--- src/hdlc_frame_transmitter_core_macros.svh ---
// ----------------------------------------------------------------------------
// HDLC transmitter assertion macros
// Assertion helpers shared by the RTL; compiled out when NO_ASSERTIONS is set.
// ----------------------------------------------------------------------------
`ifndef HDLC_FRAME_TRANSMITTER_CORE_MACROS_SVH
`define HDLC_FRAME_TRANSMITTER_CORE_MACROS_SVH

`ifndef NO_ASSERTIONS
// Check that cond holds at every clock edge outside reset.
`define HDLCTX_ASSERT(label, cond) \
    label: assert property (@(posedge i_clk) disable iff (!i_rst_n) (cond)) \
        else $error("hdlc transmitter check failed");
// Check that cons holds in the cycle after ante.
`define HDLCTX_ASSERT_NEXT(label, ante, cons) \
    label: assert property (@(posedge i_clk) disable iff (!i_rst_n) (ante) |=> (cons)) \
        else $error("hdlc transmitter sequence check failed");
`else
`define HDLCTX_ASSERT(label, cond)
`define HDLCTX_ASSERT_NEXT(label, ante, cons)
`endif

`endif

--- src/hdlctx_pkg.sv ---
// ----------------------------------------------------------------------------
// HDLC transmitter package
// Shared constants, types and helper functions of the HDLC transmitter.
// ----------------------------------------------------------------------------
package hdlctx_pkg;

    localparam int MAX_CLOSING_FLAGS = 4;
    localparam int FLAG_CNT_W        = $clog2(MAX_CLOSING_FLAGS + 1);

    localparam logic [15:0] CRC_POLY     = 16'h8408;
    localparam logic [15:0] CRC_PRESET   = 16'hFFFF;
    localparam logic [7:0]  FLAG_PATTERN = 8'h7E;

    localparam int          CNT_W     = 5;
    localparam logic [CNT_W-1:0] BYTE_BITS = CNT_W'(8);
    localparam logic [CNT_W-1:0] FCS_BITS  = CNT_W'(16);

    localparam logic [2:0] STUFF_RUN = 3'd5;

    typedef enum logic [1:0] {
        REQ_DATA   = 2'd0,
        REQ_EOF    = 2'd1,
        REQ_FLAG   = 2'd2,
        REQ_UNUSED = 2'd3
    } t_req;

    // One line bit from the sequencer to the packer.
    typedef struct packed {
        logic valid;
        logic line_bit;
        logic last;
    } t_bit_ev;

    // Sequencer commands to the serial CRC.
    typedef struct packed {
        logic update;
        logic shift;
        logic din;
    } t_crc_ctl;

    // Sequencer status, used for checking.
    typedef struct packed {
        logic       in_flag;
        logic [2:0] ones;
        logic       fcs_end;
    } t_seq_stat;

    // Closing flag count limited to the range 1 .. MAX_CLOSING_FLAGS.
    function automatic logic [FLAG_CNT_W-1:0] clamp_flags(input logic [2:0] fc);
        logic [FLAG_CNT_W-1:0] r;
        if (fc == 3'd0) begin
            r = FLAG_CNT_W'(1);
        end else if (32'(fc) > MAX_CLOSING_FLAGS) begin
            r = FLAG_CNT_W'(MAX_CLOSING_FLAGS);
        end else begin
            r = FLAG_CNT_W'(fc);
        end
        return r;
    endfunction

endpackage

--- src/hdlctx_crc.sv ---
// ----------------------------------------------------------------------------
// HDLC transmitter serial CRC
// Bit-serial reflected CRC-16 that also shifts out the inverted FCS.
// ----------------------------------------------------------------------------
module hdlctx_crc import hdlctx_pkg::*; (
    input  logic        i_clk,
    input  logic        i_rst_n,
    input  t_crc_ctl    i_ctl,
    output logic [15:0] o_crc
);

    logic [15:0] r_crc;
    logic [15:0] n_crc;
    logic        fb;

    assign fb = r_crc[0] ^ i_ctl.din;

    always_comb begin
        n_crc = r_crc;
        priority if (i_ctl.update) begin
            n_crc = {1'b0, r_crc[15:1]} ^ (fb ? CRC_POLY : 16'h0000);
        end else if (i_ctl.shift) begin
            // Ones shift in, so the register is back at the preset after
            // all sixteen FCS bits have gone out.
            n_crc = {1'b1, r_crc[15:1]};
        end
    end

    always_ff @(posedge i_clk) begin
        if (!i_rst_n) begin
            r_crc <= CRC_PRESET;
        end else begin
            r_crc <= n_crc;
        end
    end

    assign o_crc = r_crc;

endmodule

--- src/hdlctx_seq.sv ---
// ----------------------------------------------------------------------------
// HDLC transmitter bit sequencer
// Produces one line bit per cycle while busy and not held by the packer, with zero insertion, FCS and flags.
// ----------------------------------------------------------------------------
module hdlctx_seq import hdlctx_pkg::*; (
    input  logic       i_clk,
    input  logic       i_rst_n,
    input  logic       i_valid,
    output logic       o_ready,
    input  logic [1:0] i_req_type,
    input  logic [7:0] i_data_byte,
    input  logic [2:0] i_flag_count,
    input  logic       i_step_ok,
    input  logic       i_fcs_lsb,
    output t_crc_ctl   o_crc_ctl,
    output t_bit_ev    o_ev,
    output t_seq_stat  o_stat
);

    typedef enum logic [3:0] {
        S_IDLE = 4'b0001,
        S_DATA = 4'b0010,
        S_FCS  = 4'b0100,
        S_FLAG = 4'b1000
    } t_state;

    t_state                r_state, n_state;
    logic [CNT_W-1:0]      r_cnt, n_cnt;
    logic                  r_stuff, n_stuff;
    logic [2:0]            r_ones, n_ones;
    logic [7:0]            r_sh, n_sh;
    logic [FLAG_CNT_W-1:0] r_flags, n_flags;

    logic             fire;
    logic             real_bit;
    logic             out_bit;
    logic [CNT_W-1:0] step_cnt;
    logic [CNT_W-1:0] limit;
    logic [2:0]       step_ones;
    logic             step_stuff;
    logic             seg_end;
    logic             item_last;
    logic             accept;

    assign fire = (r_state != S_IDLE) && i_step_ok;

    always_comb begin
        unique case (r_state)
            S_DATA:  real_bit = r_sh[0];
            S_FCS:   real_bit = ~i_fcs_lsb;
            S_FLAG:  real_bit = FLAG_PATTERN[3'd7 - r_cnt[2:0]];
            default: real_bit = 1'b0;
        endcase
    end

    assign out_bit    = r_stuff ? 1'b0 : real_bit;
    assign step_cnt   = r_stuff ? r_cnt : r_cnt + CNT_W'(1);
    assign step_ones  = out_bit ? r_ones + 3'd1 : 3'd0;
    assign step_stuff = !r_stuff && (r_state != S_FLAG) && (step_ones == STUFF_RUN);
    assign limit      = (r_state == S_FCS) ? FCS_BITS : BYTE_BITS;
    assign seg_end    = (step_cnt == limit) && !step_stuff;
    assign item_last  = seg_end && ((r_state == S_DATA) ||
                        ((r_state == S_FLAG) && (r_flags == FLAG_CNT_W'(1))));

    assign o_ready = (r_state == S_IDLE) || (fire && item_last);
    assign accept  = i_valid && o_ready;

    always_comb begin
        n_state = r_state;
        n_cnt   = r_cnt;
        n_stuff = r_stuff;
        n_ones  = r_ones;
        n_sh    = r_sh;
        n_flags = r_flags;
        if (fire) begin
            n_cnt   = step_cnt;
            n_ones  = step_ones;
            n_stuff = step_stuff;
            if ((r_state == S_DATA) && !r_stuff) begin
                n_sh = {1'b0, r_sh[7:1]};
            end
            if (seg_end) begin
                n_cnt = '0;
                unique case (r_state)
                    S_DATA: begin
                        n_state = S_IDLE;
                    end
                    S_FCS: begin
                        n_state = S_FLAG;
                    end
                    S_FLAG: begin
                        if (r_flags == FLAG_CNT_W'(1)) begin
                            n_state = S_IDLE;
                        end else begin
                            n_flags = r_flags - FLAG_CNT_W'(1);
                        end
                    end
                    default: begin
                        n_state = S_IDLE;
                    end
                endcase
            end
        end
        if (accept) begin
            n_cnt = '0;
            unique case (t_req'(i_req_type))
                REQ_DATA: begin
                    n_state = S_DATA;
                    n_sh    = i_data_byte;
                end
                REQ_EOF: begin
                    n_state = S_FCS;
                    n_flags = clamp_flags(i_flag_count);
                end
                REQ_FLAG: begin
                    n_state = S_FLAG;
                    n_flags = FLAG_CNT_W'(1);
                end
                default: begin
                    n_state = S_IDLE;
                end
            endcase
        end
    end

    always_ff @(posedge i_clk) begin
        if (!i_rst_n) begin
            r_state <= S_IDLE;
            r_cnt   <= '0;
            r_stuff <= 1'b0;
            r_ones  <= 3'd0;
            r_flags <= '0;
        end else begin
            r_state <= n_state;
            r_cnt   <= n_cnt;
            r_stuff <= n_stuff;
            r_ones  <= n_ones;
            r_flags <= n_flags;
        end
    end

    always_ff @(posedge i_clk) begin
        r_sh <= n_sh;
    end

    assign o_crc_ctl.update = fire && (r_state == S_DATA) && !r_stuff;
    assign o_crc_ctl.shift  = fire && (r_state == S_FCS) && !r_stuff;
    assign o_crc_ctl.din    = r_sh[0];

    assign o_ev.valid    = fire;
    assign o_ev.line_bit = out_bit;
    assign o_ev.last     = item_last;

    assign o_stat.in_flag = (r_state == S_FLAG);
    assign o_stat.ones    = r_ones;
    assign o_stat.fcs_end = fire && (r_state == S_FCS) && seg_end;

endmodule

--- src/hdlctx_pack.sv ---
// ----------------------------------------------------------------------------
// HDLC transmitter byte packer
// Gathers line bits into bytes, holds one byte back to mark the last one.
// ----------------------------------------------------------------------------
module hdlctx_pack import hdlctx_pkg::*; (
    input  logic       i_clk,
    input  logic       i_rst_n,
    input  t_bit_ev    i_ev,
    output logic       o_step_ok,
    output logic       o_valid,
    input  logic       i_ready,
    output logic [7:0] o_line_byte,
    output logic       o_last_of_run
);

    logic [6:0] r_shift, n_shift;
    logic [2:0] r_cnt, n_cnt;
    logic       r_pend_valid, n_pend_valid;
    logic       r_pend_final, n_pend_final;
    logic [7:0] r_pend_byte, n_pend_byte;
    logic       r_out_valid, n_out_valid;
    logic [7:0] r_out_byte, n_out_byte;
    logic       r_out_last, n_out_last;

    logic       can_push;
    logic       completes;
    logic       push_pend;

    assign can_push  = !r_out_valid || i_ready;
    assign o_step_ok = !((r_cnt == 3'd7) && r_pend_valid && !can_push);
    assign completes = i_ev.valid && (r_cnt == 3'd7);
    assign push_pend = r_pend_valid && can_push && (r_pend_final || completes);

    always_comb begin
        n_shift      = r_shift;
        n_cnt        = r_cnt;
        n_pend_valid = r_pend_valid;
        n_pend_final = r_pend_final;
        n_pend_byte  = r_pend_byte;
        n_out_valid  = r_out_valid;
        n_out_byte   = r_out_byte;
        n_out_last   = r_out_last;

        if (i_ev.valid) begin
            n_shift = {r_shift[5:0], i_ev.line_bit};
            n_cnt   = r_cnt + 3'd1;
        end

        if (completes) begin
            n_pend_valid = 1'b1;
            n_pend_byte  = {r_shift, i_ev.line_bit};
            n_pend_final = i_ev.last;
        end else if (push_pend) begin
            n_pend_valid = 1'b0;
        end else if (i_ev.valid && i_ev.last && r_pend_valid) begin
            n_pend_final = 1'b1;
        end

        if (push_pend) begin
            n_out_valid = 1'b1;
            n_out_byte  = r_pend_byte;
            n_out_last  = r_pend_final;
        end else if (r_out_valid && i_ready) begin
            n_out_valid = 1'b0;
        end
    end

    always_ff @(posedge i_clk) begin
        if (!i_rst_n) begin
            r_cnt        <= 3'd0;
            r_pend_valid <= 1'b0;
            r_pend_final <= 1'b0;
            r_out_valid  <= 1'b0;
        end else begin
            r_cnt        <= n_cnt;
            r_pend_valid <= n_pend_valid;
            r_pend_final <= n_pend_final;
            r_out_valid  <= n_out_valid;
        end
    end

    always_ff @(posedge i_clk) begin
        r_shift     <= n_shift;
        r_pend_byte <= n_pend_byte;
        r_out_byte  <= n_out_byte;
        r_out_last  <= n_out_last;
    end

    assign o_valid       = r_out_valid;
    assign o_line_byte   = r_out_byte;
    assign o_last_of_run = r_out_last;

endmodule

--- src/hdlc_frame_transmitter_core.sv ---
// ----------------------------------------------------------------------------
// HDLC frame transmitter core
// Bit-stuffing HDLC framer with CRC-16 FCS, packing line bits into bytes.
// ----------------------------------------------------------------------------
//
//  Channel  | Handshake           | Word
//  ---------+---------------------+----------------------------------------
//  request  | i_valid / o_ready   | i_req_type, i_data_byte, i_flag_count
//  line     | o_valid / i_ready   | o_line_byte, o_last_of_run
//
// One line bit goes out per cycle while a request is in progress and the line side does
// not stall; the next request is taken with the last line bit of the current one.
// Reset is synchronous and active low; it presets the CRC and empties the packer.
// A stalled line side fills the output register and one held-back byte, then the
// sequencer pauses on the bit that would complete another byte.
//
module hdlc_frame_transmitter_core import hdlctx_pkg::*; (
    input  logic       i_clk,
    input  logic       i_rst_n,
    input  logic       i_valid,
    output logic       o_ready,
    input  logic [1:0] i_req_type,
    input  logic [7:0] i_data_byte,
    input  logic [2:0] i_flag_count,
    output logic       o_valid,
    input  logic       i_ready,
    output logic [7:0] o_line_byte,
    output logic       o_last_of_run
);

`include "hdlc_frame_transmitter_core_macros.svh"

    t_crc_ctl    crc_ctl;
    t_bit_ev     bit_ev;
    t_seq_stat   seq_stat;
    logic [15:0] crc_val;
    logic        step_ok;
    logic        stuff_due;

    // Serial CRC: updated by each payload bit, shifted out for the FCS.
    hdlctx_crc u_crc (
        .i_clk   (i_clk),
        .i_rst_n (i_rst_n),
        .i_ctl   (crc_ctl),
        .o_crc   (crc_val)
    );

    // Sequencer: walks the payload, FCS and flag bits and inserts the
    // stuffed zeros. The run of ones carries across requests.
    hdlctx_seq u_seq (
        .i_clk        (i_clk),
        .i_rst_n      (i_rst_n),
        .i_valid      (i_valid),
        .o_ready      (o_ready),
        .i_req_type   (i_req_type),
        .i_data_byte  (i_data_byte),
        .i_flag_count (i_flag_count),
        .i_step_ok    (step_ok),
        .i_fcs_lsb    (crc_val[0]),
        .o_crc_ctl    (crc_ctl),
        .o_ev         (bit_ev),
        .o_stat       (seq_stat)
    );

    // Packer: eight line bits to a word. The newest complete word is held
    // back until the next one completes or its request ends, which is how
    // the last word of a request gets its mark.
    hdlctx_pack u_pack (
        .i_clk         (i_clk),
        .i_rst_n       (i_rst_n),
        .i_ev          (bit_ev),
        .o_step_ok     (step_ok),
        .o_valid       (o_valid),
        .i_ready       (i_ready),
        .o_line_byte   (o_line_byte),
        .o_last_of_run (o_last_of_run)
    );

    // A line bit goes out after five ones outside a flag.
    assign stuff_due = bit_ev.valid && !seq_stat.in_flag && (seq_stat.ones == 3'd5);

    // After five ones outside a flag the next line bit is a stuffed zero.
    `HDLCTX_ASSERT(a_stuff_after_five, stuff_due |-> !bit_ev.line_bit)
    // The run of ones on the line never reaches seven.
    `HDLCTX_ASSERT(a_ones_bounded, seq_stat.ones != 3'd7)
    // Shifting out the whole FCS leaves the CRC at its preset.
    `HDLCTX_ASSERT_NEXT(a_crc_preset, seq_stat.fcs_end, crc_val == CRC_PRESET)

endmodule
--- config.mk ---
export PLATFORM = sky130hd
export DESIGN_NAME = hdlc_frame_transmitter_core
export DESIGN_NICKNAME = d
export VERILOG_FILES = /design/src/hdlctx_pkg.sv /design/src/hdlctx_crc.sv /design/src/hdlctx_seq.sv /design/src/hdlctx_pack.sv /design/src/hdlc_frame_transmitter_core.sv
export VERILOG_INCLUDE_DIRS = /design/src /design/src/src
export SDC_FILE = /design/constraint.sdc
export NUM_CORES = 1
export LEC_CHECK = 0
export ABC_AREA = 1
export ABC_CLOCK_PERIOD_IN_PS = 2950
export BUFFER_PORTS_ARGS = -buffer_cell sky130_fd_sc_hd__buf_2
export CAP_MARGIN = 20
export CORE_ASPECT_RATIO = 1.4
export CORE_MARGIN = 4
export CORE_UTILIZATION = 59
export CTS_BUF_LIST = sky130_fd_sc_hd__clkbuf_16
export CTS_CLUSTER_DIAMETER = 30
export CTS_CLUSTER_SIZE = 25
export DETAILED_ROUTE_END_ITERATION = 7
export PLACE_DENSITY = 0.79
export SYNTH_ARGS = -nofsm -noshare
export SYNTH_HDL_FRONTEND = slang
export SYNTH_SLANG_ARGS = --single-unit
--- constraint.sdc ---
create_clock -name i_clk -period 2.95 [get_ports i_clk]
set_clock_uncertainty 0.15 [all_clocks]
set_input_delay 0.885 -clock i_clk [delete_from_list [all_inputs] [get_ports i_clk]]
set_output_delay 0.885 -clock i_clk [all_outputs]
set_load 0.02 [all_outputs]
==> impl_metrics.yaml <==
status:
  status: "finished clean"
synthesis:
  synthArstFlopShare: 0
  ys.flop_type: "dfxtp_1"
  yosysSeqAreaShare: 0.5066
  ys_ff_latch: 70
  syn_area_per_cell_um2: 8.309
  synthCells: 390
  syn_nets: 419
  yosysWarnings: 0
  syn-cell-area_um2: 3241
  synth.distinct_cells: 37
  synth-edff-count: 24
placed_design:
  io_buffers: 27
  hpwlAfterDp_mm: 4.240
  gp_congestion: 0.8555
detailed_routing:
  vias_per_cell: 5.195
  wl_mm: 5.879
  first_iter_violations: 132
  ant_nets: 0
  dr.pass1.iters: 4
  wire_per_inst_um: 11.83
  post-route-drc-count: 0
  vias: 2582
sta:
  fin_crit_sh: 0.9646
  fmax_mhz: 351.4
  period_minus_slack_ns: 2.846
  worst_slew_pin_slew_ns: 0.3499
  timing.final.hold_violations: 0
  rsz0062_at_grt: "no"
  tns_ns: 0
  drv_slew: 0
  setup_viol: 0
  max_slew_margin: 0.7664
min_path:
  min_path_type: "flop to flop"
setup_path:
  critPathLaunch: "u_seq.r_ones[0]"
  r2r_setup_slack_ns: 0.52
  critPathRequiredTime_ns: 1.92
  endpoint: "o_ready"
  crit_cells: 10
  r2r-start: "u_pack.r_cnt[0]"
  path_delay_family: "simple AND/OR/NAND/NOR gates"
  path_class: "flop to output port"
  start_kind: "flop"
  worst_path_largest_cell_delay_ns: 0.33
  path_buf_inv: 2
  cp.arrival_ns: 1.81
  cp_max_fo: 4
  crit_slowest_cell: "dfxtp_2"
  reg2reg_to: "u_pack.o_line_byte[5]"
  crit_chain: "ha_1 > nor3_1 > nand2_1 > nor2_1 > nand3_1 > nand2_2 > inv_2 > nand4_4 > nand2_4 > buf_4"
  end_kind: "output port"
  r2r_cells: 10
grt:
  grt_max_degree: 30
  grt_pass1_vias: 2471
  overflow: 0
  track_usage: 0.2000
  antenna_found_initial: 0
  grt_pass1_wl_mm: 10.71
pwr:
  ir_drop_mv: 0.6206
  p_seq_frac: 0.438
  switching_share: 0.2804
  p_total_mw: 2.702
  internal_power_mw: 1.945
  switching_power_uw: 757.7
  p_clk_frac: 0.407
  leakage_nw: 1.720
  power_frac_comb: 0.154
  powerDensity_nw_per_um2: 713.3
cts:
  clockBufferDepth: 2
  cts_root_buf: "clkbuf_16"
  clkLatencyLatePin_ns: 0.33
  cts_tree: "built"
  cts.clk_slew.worst_paths_ns: 0.06
  hold_buffers: 0
  clkSinkCount: 70
  numCtsBuffers: 9
  htree_levels: 3
die:
  core_um2: 5236
  die_w_um: 70.64
  rows: 31
  io_pins: 28
  die-height_um: 95.69
  initial_core_util: 0.6189
  die_area_um2: 6759
final_layout:
  nNetsFinal: 455
  mostFrequentLayoutCell: "nand2_1"
  syn_to_final_growth_pct: 16.91
  antenna_cells: 0
  layout-drive-gt1-share: 0.1995
  layout_common_cells: "120 x nand2_1, 42 x dfxtp_1, 38 x nand3_1"
flow_run:
  max_cap_violations: 0
## repair_timing
item                       CTS  global route
buffers inserted             1             1
pin swaps                    1             2
resized for setup            1             9
setup endpoints to repair    1             1
hold endpoints to repair     0             0
## power groups by stage
stage          Sequential [mW]  Clock (mW)  Combinational, mW
3_3_place_gp              1.20           0              0.385
3_5_place_dp              1.20           0              0.396
6_report                  1.18        1.10              0.417
2_1_floorplan             1.18           0              0.331
5_1_grt                   1.20        1.17              0.487
4_1_cts                   1.18        1.12              0.403
## sequential cells by signal (all words and copies together), names as in the netlist, 4 cells and up
| signal | cells |
|---|---|
| u_crc.o_crc | 16 |
| u_pack.o_line_byte | 8 |
| u_pack.r_pend_byte | 8 |
| u_pack.r_shift | 7 |
| u_seq.r_cnt | 5 |
| u_seq.r_sh | 8 |
| u_seq.r_state | 4 |
## worst min-delay path by stage
stage / startpoint / end / slack [ns] / depth (start not counted)
after global placement: u_pack.r_pend_byte[1] / u_pack.o_line_byte[1] / 0.25 / 0
after CTS: u_pack.r_pend_byte[0] / u_pack.o_line_byte[0] / 0.27 / 0
after global routing: u_pack.r_pend_byte[2] / u_pack.o_line_byte[2] / 0.29 / 0
after detailed placement: u_pack.r_pend_byte[0] / u_pack.o_line_byte[0] / 0.25 / 0
after floorplan: u_pack.r_pend_byte[0] / u_pack.o_line_byte[0] / 0.25 / 0
final: u_pack.r_pend_byte[0] / u_pack.o_line_byte[0] / 0.27 / 0
## metrics by stage
step / util / hold slack, ns / setup WS (ns) / instance area (um^2) / std cells
after floorplan: - / 0.2503 / 0.3925 / 3241 / 390
after global placement: 0.6571 / 0.2503 / 0.1936 / 3441 / 479
after detailed placement: 0.6571 / 0.2545 / 0.1705 / 3441 / 479
after CTS: 0.7183 / 0.2691 / 0.01270 / 3761 / 496
after global routing: 0.7235 / 0.2885 / 0.008685 / 3789 / 497
final: 0.7235 / 0.2683 / 0.1043 / 3789 / 497
## cell families (layout without fill, tap and decap cells)
logic type      Yosys count  in the layout  share of synthesized area
compound gates           44             44                    0.08186
xor+xnor                  3              3                   0.008110
fa+ha+maj                12             12                    0.04633
buf+inv                  49             90                    0.06486
simple gates            212            212                     0.2923
flops                    70             70                     0.5066
## area by class of cell
cell class	instances	area (um^2)
inverters	39	147.6
fillers	394	1448
flip-flops and latches	70	1649
clock inverters	7	86.33
well taps	66	82.58
clock buffers	9	225.2
repair buffers	35	197.7
multi-input cells	271	1400
## metal layers
metal / part of all wire / vias to the layer above / GRT usage
met5: 0 / - / 0
met4: 0.019 / 0 / 0.1066
met3: 0.048 / 10 / 0.03448
met2: 0.52 / 66 / 0.3688
met1: 0.41 / 1161 / 0.2181
li1: - / 1345 / -
## Yosys cell counts, types with 3 or more instances
cell | count | share of area
a21oi_1 | 12 | 0.019
dfxtp_1 | 46 | 0.28
nand2_2 | 5 | 0.0097
nand2_1 | 121 | 0.14
buf_2 | 5 | 0.0077
nor2_2 | 3 | 0.0058
ha_1 | 12 | 0.046
o21ai_0 | 12 | 0.019
nand3_1 | 38 | 0.059
inv_2 | 7 | 0.0081
nor2_1 | 32 | 0.037
o21ai_1 | 9 | 0.014
inv_1 | 30 | 0.035
nand4_1 | 4 | 0.0077
clkbuf_1 | 3 | 0.0035
edfxtp_1 | 24 | 0.22
Note: power is estimated with default switching activity, not from simulation.
